<file path="config.mk">
export PLATFORM = sky130hd
export DESIGN_NAME = steam_valve_detector_top
export DESIGN_NICKNAME = d
export VERILOG_FILES = /design/src/rtl/svd_pkg.sv /design/src/rtl/steam_valve_detector_top.sv
export SDC_FILE = /design/constraint.sdc
export NUM_CORES = 1
export LEC_CHECK = 0
export BUFFER_PORTS_ARGS = -buffer_cell sky130_fd_sc_hd__buf_4
export CAP_MARGIN = 20
export CORE_AREA = 2 2 173 90
export CTS_CLUSTER_DIAMETER = 150
export DETAILED_ROUTE_END_ITERATION = 10
export DIE_AREA = 0 0 175 92
export GPL_TIMING_DRIVEN = 0
export PLACE_DENSITY = 0.79
export SYNTH_ARGS = -nofsm -noshare
export SYNTH_HDL_FRONTEND = slang
export SYNTH_SLANG_ARGS = --single-unit
</file>
<file path="constraint.sdc">
create_clock -name clk -period 14.2 [get_ports clk]
set_clock_uncertainty 0.1 [all_clocks]
set_input_delay 2.13 -clock clk [delete_from_list [all_inputs] [get_ports clk]]
set_output_delay 2.13 -clock clk [all_outputs]
set_load 0.01 [all_outputs]
</file>
<file path="src/rtl/svd_pkg.sv">
// Shared types, register indexes and constants for the steam valve detector.
package svd_pkg;

    localparam int PRESS_W = 12;
    localparam int TEMP_W  = 12;
    localparam int DUTY_W  = 7;
    localparam int CFG_W   = 12;
    localparam int IDX_W   = 3;

    // Register indexes on the configuration port
    localparam logic [IDX_W-1:0] REG_STEAM_SETPOINT = 3'd0;
    localparam logic [IDX_W-1:0] REG_DROP_THRESHOLD = 3'd1;
    localparam logic [IDX_W-1:0] REG_RISE_THRESHOLD = 3'd2;
    localparam logic [IDX_W-1:0] REG_PEAK_CAP       = 3'd3;
    localparam logic [IDX_W-1:0] REG_OPEN_PUMP_DUTY = 3'd4;

    // Register reset values
    localparam logic [TEMP_W-1:0]  RST_STEAM_SETPOINT = 12'd2240;
    localparam logic [PRESS_W-1:0] RST_DROP_THRESHOLD = 12'd256;
    localparam logic [PRESS_W-1:0] RST_RISE_THRESHOLD = 12'd256;
    localparam logic [PRESS_W-1:0] RST_PEAK_CAP       = 12'd1536;
    localparam logic [DUTY_W-1:0]  RST_OPEN_PUMP_DUTY = 7'd5;

    localparam logic [DUTY_W-1:0] DUTY_MAX  = 7'd100;
    localparam logic [DUTY_W-1:0] DUTY_ZERO = 7'd0;

    // Phase codes
    localparam logic [1:0] PH_HEAT   = 2'd0;
    localparam logic [1:0] PH_CLOSED = 2'd1;
    localparam logic [1:0] PH_OPEN   = 2'd2;

    // Steam light codes
    localparam logic [1:0] LIGHT_OFF    = 2'd0;
    localparam logic [1:0] LIGHT_STEADY = 2'd1;
    localparam logic [1:0] LIGHT_BLINK  = 2'd2;

    typedef struct packed {
        logic [PRESS_W-1:0] pressure_sample;
        logic [TEMP_W-1:0]  temperature_sample;
    } sample_t;

    typedef struct packed {
        logic [1:0]        phase;
        logic              heater_on;
        logic [DUTY_W-1:0] pump_duty;
        logic [1:0]        light_mode;
    } result_t;

endpackage

</file>
<file path="src/rtl/steam_valve_detector_top.sv">
// Steam valve detector: phase supervisor, peak/valley trackers and thermostat.
// Flow: an accepted word waits in the input stage; its result is loaded into the
// result register when that register is empty or drained. Throughput: one word
// per cycle unless result_ready stalls; the update is a single pass of compares.
// Reset: async active low; clears handshake state, trackers, phase (heating)
// and restores the configuration registers to their defaults.
module steam_valve_detector_top (
    input  logic                   clk,
    input  logic                   rst_n,
    input  logic                   sample_valid,
    output logic                   sample_ready,
    input  svd_pkg::sample_t       sample,
    output logic                   result_valid,
    input  logic                   result_ready,
    output svd_pkg::result_t       result,
    input  logic                   cfg_we,
    input  logic [svd_pkg::IDX_W-1:0] cfg_index,
    input  logic [svd_pkg::CFG_W-1:0] cfg_data
);
    import svd_pkg::*;

    // Configuration registers
    logic [TEMP_W-1:0]  setpoint_reg;
    logic [PRESS_W-1:0] drop_thr_reg;
    logic [PRESS_W-1:0] rise_thr_reg;
    logic [PRESS_W-1:0] peak_cap_reg;
    logic [DUTY_W-1:0]  open_duty_reg;

    // Detector state
    logic [1:0]         phase_reg,  phase_next;
    logic [PRESS_W-1:0] peak_reg,   peak_next;
    logic [PRESS_W-1:0] valley_reg, valley_next;
    logic [DUTY_W-1:0]  pump_reg,   pump_next;

    // Input stage and result stage
    logic    stage_valid_reg;
    sample_t stage_reg;
    logic    out_valid_reg;
    result_t out_reg, out_next;

    logic out_load;

    // Advance the input stage into the result register when the result
    // register is empty or being drained this cycle. The input side takes a
    // new word whenever the stage is empty or moving on.
    assign out_load     = stage_valid_reg && (!out_valid_reg || result_ready);
    assign sample_ready = !stage_valid_reg || out_load;
    assign result_valid = out_valid_reg;
    assign result       = out_reg;

    // Configuration writes; indexes past the last register are dropped.
    always_ff @(posedge clk or negedge rst_n)
    begin
        if (!rst_n)
        begin
            setpoint_reg  <= RST_STEAM_SETPOINT;
            drop_thr_reg  <= RST_DROP_THRESHOLD;
            rise_thr_reg  <= RST_RISE_THRESHOLD;
            peak_cap_reg  <= RST_PEAK_CAP;
            open_duty_reg <= RST_OPEN_PUMP_DUTY;
        end
        else if (cfg_we)
        begin
            case (cfg_index)
                REG_STEAM_SETPOINT: setpoint_reg  <= cfg_data[TEMP_W-1:0];
                REG_DROP_THRESHOLD: drop_thr_reg  <= cfg_data[PRESS_W-1:0];
                REG_RISE_THRESHOLD: rise_thr_reg  <= cfg_data[PRESS_W-1:0];
                REG_PEAK_CAP:       peak_cap_reg  <= cfg_data[PRESS_W-1:0];
                REG_OPEN_PUMP_DUTY: open_duty_reg <= cfg_data[DUTY_W-1:0];
                default:            ;
            endcase
        end
    end

    // One pass of the phase machine on the staged word.
    always_comb
    begin
        logic [PRESS_W-1:0] p;
        logic [TEMP_W-1:0]  t;
        logic [PRESS_W-1:0] pk;
        logic [PRESS_W-1:0] vl;
        logic [DUTY_W-1:0]  open_duty_sat;

        p  = stage_reg.pressure_sample;
        t  = stage_reg.temperature_sample;
        pk = peak_reg;
        vl = valley_reg;
        open_duty_sat = (open_duty_reg > DUTY_MAX) ? DUTY_MAX : open_duty_reg;

        phase_next  = phase_reg;
        peak_next   = peak_reg;
        valley_next = valley_reg;
        pump_next   = pump_reg;

        case (phase_reg)
            PH_CLOSED:
            begin
                // Track the peak below the cap, then look for a fall.
                if (p > pk && p < peak_cap_reg)
                begin
                    pk = p;
                end
                peak_next = pk;
                if (pk > p && (pk - p) > drop_thr_reg)
                begin
                    phase_next  = PH_OPEN;
                    pump_next   = open_duty_sat;
                    valley_next = p;
                end
            end
            PH_OPEN:
            begin
                // Track the valley, then look for a rise.
                if (p < vl)
                begin
                    vl = p;
                end
                valley_next = vl;
                if (p > vl && (p - vl) > rise_thr_reg)
                begin
                    phase_next = PH_CLOSED;
                    pump_next  = DUTY_ZERO;
                    peak_next  = p;
                end
            end
            default:
            begin
                // Heating (and the unused code): seed both trackers on the
                // first hot sample. A zero difference cannot fire the opening.
                phase_next = PH_HEAT;
                if (t > setpoint_reg)
                begin
                    phase_next  = PH_CLOSED;
                    peak_next   = p;
                    valley_next = p;
                end
            end
        endcase

        out_next.phase     = phase_next;
        out_next.pump_duty = pump_next;
        if (phase_next == PH_HEAT)
        begin
            out_next.heater_on  = 1'b1;
            out_next.light_mode = LIGHT_OFF;
        end
        else
        begin
            out_next.heater_on  = (t < setpoint_reg);
            out_next.light_mode = (phase_next == PH_OPEN) ? LIGHT_BLINK : LIGHT_STEADY;
        end
    end

    // Hold state and handshake registers.
    always_ff @(posedge clk or negedge rst_n)
    begin
        if (!rst_n)
        begin
            stage_valid_reg <= 1'b0;
            out_valid_reg   <= 1'b0;
            phase_reg       <= PH_HEAT;
            peak_reg        <= '0;
            valley_reg      <= '0;
            pump_reg        <= DUTY_ZERO;
        end
        else
        begin
            if (sample_ready)
            begin
                stage_valid_reg <= sample_valid;
            end
            if (out_load)
            begin
                out_valid_reg <= 1'b1;
                phase_reg     <= phase_next;
                peak_reg      <= peak_next;
                valley_reg    <= valley_next;
                pump_reg      <= pump_next;
            end
            else if (result_ready)
            begin
                out_valid_reg <= 1'b0;
            end
        end
    end

    // Payload registers, no reset.
    always_ff @(posedge clk)
    begin
        if (sample_valid && sample_ready)
        begin
            stage_reg <= sample;
        end
        if (out_load)
        begin
            out_reg <= out_next;
        end
    end

endmodule

</file>
==> results.md <==
- Root Buffer: clkbuf_16
- Pint: ~1.2 mW
- Hold Vio Cnt, Final: 0
- FF-to-FF path depth: 25
- Total CTS buffers: 17
- CP max FO: 10
- Layout area overhead: 17.7%
- Worst hold path class: reg -> reg
- CP endpoint kind: flip-flop
- Cell variety after synth: between 60 and 70
- Comb pwr share: 51.6%
- Vias in the first global route: approximately 6000
- Total number of H-tree levels: 4
- Clock sinks: 126
- Synth Warn #: 0
- Synth area leader: dfrtp_1
- Worst-Margin Slew: 1080 ps
- PD cells: 224 nW/µm²
- Worst-skew pair later-pin latency: ~430 ps
- Top area cells in the synthesized netlist: dfrtp_1 26%, ha_1 16%, edfxtp_1 14%, inv_1 4.1%, o21ai_0 4.0%
- Overall global routing resource usage: 26.2%
- PortBufs: 57
- Fin crit share: 49.0%
- Layout cell share with drive strength beyond 1: 17.0%
- Congestion Overflow GR: 0
- Synth top area share: 26.2%
- Synthesized area: 7740 µm²
- Final min period: approximately 7000 ps
- Run status: finished clean
- GP Congestion: 0.938
- Net load switching power: 0.825 mW
- Most common cell after layout, fill and taps aside: ha_1
- Setup Crit Path Kind: reg -> reg
- #FFs+latches synth: 126
- CTS tree: built
- Cells after synthesis: 761
- Max Freq: 144 MHz
- # IOs: 58
- Hold-fix buffers, CTS: 0
- Antenna fix cells: 0
- Max-Cap Viols: 0
- RSZ-0062 raised after global routing: no
- First-pass GRT wire length: 31700 µm
- R2r setup slk: 7240 ps
- Clock share of power: 23.0%
- Vias post-DR: 6187
- Worst slack, placed: 7440 ps
- Max reg flops: 24
- Clock transition at path regs: 60 ps
- DRC Markers: 0
- Cts repair resizes: 0
- Synth Flop Type: dfrtp_1
- Initial Util: about 52%
- Avg Vias per Cell: 5.85
- Number of flops mapped to enable cells by yosys: 36
- Reg power frac: 25.5%
- Commonest cells after routing, fill and taps aside: 96 x ha_1, 85 x inv_1, 81 x dfrtp_1, 70 x nand2_1, 62 x o21ai_0
- Rel. slew slack: 26.8%
- Die Y-Extent: 92 µm
- Total power: 2.04 mW
- Slowest-stage cell, CP: edfxtp_1
- Pre-antenna DRT Iters: 5
- # rows: 32
- Syn avg cell area: about 10 µm²
- Worst Path Required: around 14000 ps
- Data arrival, critical path: between 7000 and 8000 ps
- WHS: 391 ps
- Hold Crit Depth: 1
- Leakage: ~4.2 nW
- Die X: 175 µm
- Postcts setup bufs: 0
- Critical Path Max Stage Delay: 550 ps
- Peak supply drop: 0.173 mV
- Core area: 14900 µm²
- Layout net count: 982
- Avg WL per Cell: 19.1 µm
- Most used cell, CP: ha_1
- Setup_tns: 0 ps
- Starting DRC count in detailed routing: around 550
- Finished Layout Cells: around 1100
- Pin count of the biggest net entering global routing: 59
- Final Max Slew Viols: 0
- Mapped Nets: 903
- Cells after DPL: between 1000 and 1500
- Final setup viols: 0
- Post-DRT Antenna Nets: 0
- Die area: 16100 µm²
- HPWL after DPL: 15000 µm
- Part of the Yosys area used for sequential elements: 43.2%
- Sw frac: between 40% and 50%
- Routed WL: 20200 µm
- PnR worst setup slack: 7240 ps
- Initial antenna violation count: 0
- Startpoint Class: flip-flop
- Share of synthesized registers carrying an async set or reset: 71.4%
- Bufs on Longest Clock Path: 2
[layer usage]
layer	vias to the layer above	routed length (µm)	GRT usage (%)
met1	3007	9940	40.7
met2	256	7860	34.9
met4	0	221	5.97
met3	23	2130	8.33
met5	-	0	0
li1	2901	-	-
[metrics by stage]
step | utilization, % | cell area (µm²)
detailed placement | 57.1 | 8480
floorplan | - | 7740
global placement | 56.7 | 8430
CTS | 61.3 | 9100
global route | 61.3 | 9110
finish | 61.3 | 9110
[worst max-delay path: cells and delay by family, from the launching register on]
kind                       cells  cell delay [ps]
AOI/OAI and AO/OA             12             3030
xor gates and xnor gates       1               90
adders and majority gates      3             1010
buffers and inverters          2              750
DFF                            1              550
muxes                          1              230
and+or+nand+nor                6             1110
[kinds of logic after synthesis]
logic type | after synthesis | share of synthesized area (%)
AO/OA/AOI/OAI | 187 | 15.0
XOR/XNOR | 19 | 2.15
adder cells (fa/ha/maj) | 98 | 16.0
buffers and inverters | 102 | 5.11
flip-flops | 126 | 43.2
multiplexers | 48 | 6.63
AND/OR/NAND/NOR | 181 | 11.9
[final cells by class]
| type | instances | area [µm²] |
|---|---|---|
| Multi-Input combinational cell | 533 | 4000 |
| Clock inverter | 12 | 185 |
| Inverter | 86 | 323 |
| Buffer | 16 | 72.6 |
| Fill cell | 1211 | 5740 |
| Tap cell | 204 | 255 |
| Timing Repair Buffer | 60 | 490 |
| Sequential cell | 126 | 3340 |
| Clock buffer | 20 | 437 |
[synth_stat cells, drive strengths merged, types with 12 or more instances]
library cell	number
ha	96
o21ai	64
nor2	30
inv	86
nand2	70
nand4	21
dfrtp	81
mux2	26
edfxtp	36
a21oi	60
clkbuf	12
xnor2	17
mux2i	22
[worst paths after layout]
kind                                              start                          end
worst max-delay path            stage_reg[13]$_DFFE_PP_   valley_reg[10]$_DFFE_PN0P_
worst min-delay path            pump_reg[2]$_DFFE_PN0P_      pump_reg[2]$_DFFE_PN0P_
worst max register to register  stage_reg[13]$_DFFE_PP_   valley_reg[10]$_DFFE_PN0P_
worst min register to register  pump_reg[2]$_DFFE_PN0P_      pump_reg[2]$_DFFE_PN0P_
max in group asynchronous                         rst_n  drop_thr_reg[8]$_DFFE_PN1P_
min in group asynchronous                         rst_n    valley_reg[5]$_DFFE_PN0P_
[power groups by stage]
stage	clock network, mW	registers (mW)	logic, mW
detailed placement	0	0.523	1.02
finish	0.468	0.519	1.05
floorplan	0	0.513	0.777
CTS	0.471	0.518	1.04
global route	0.487	0.528	1.18
global placement	0	0.519	0.982
No activity file was read; power rests on OpenSTA's default activity.
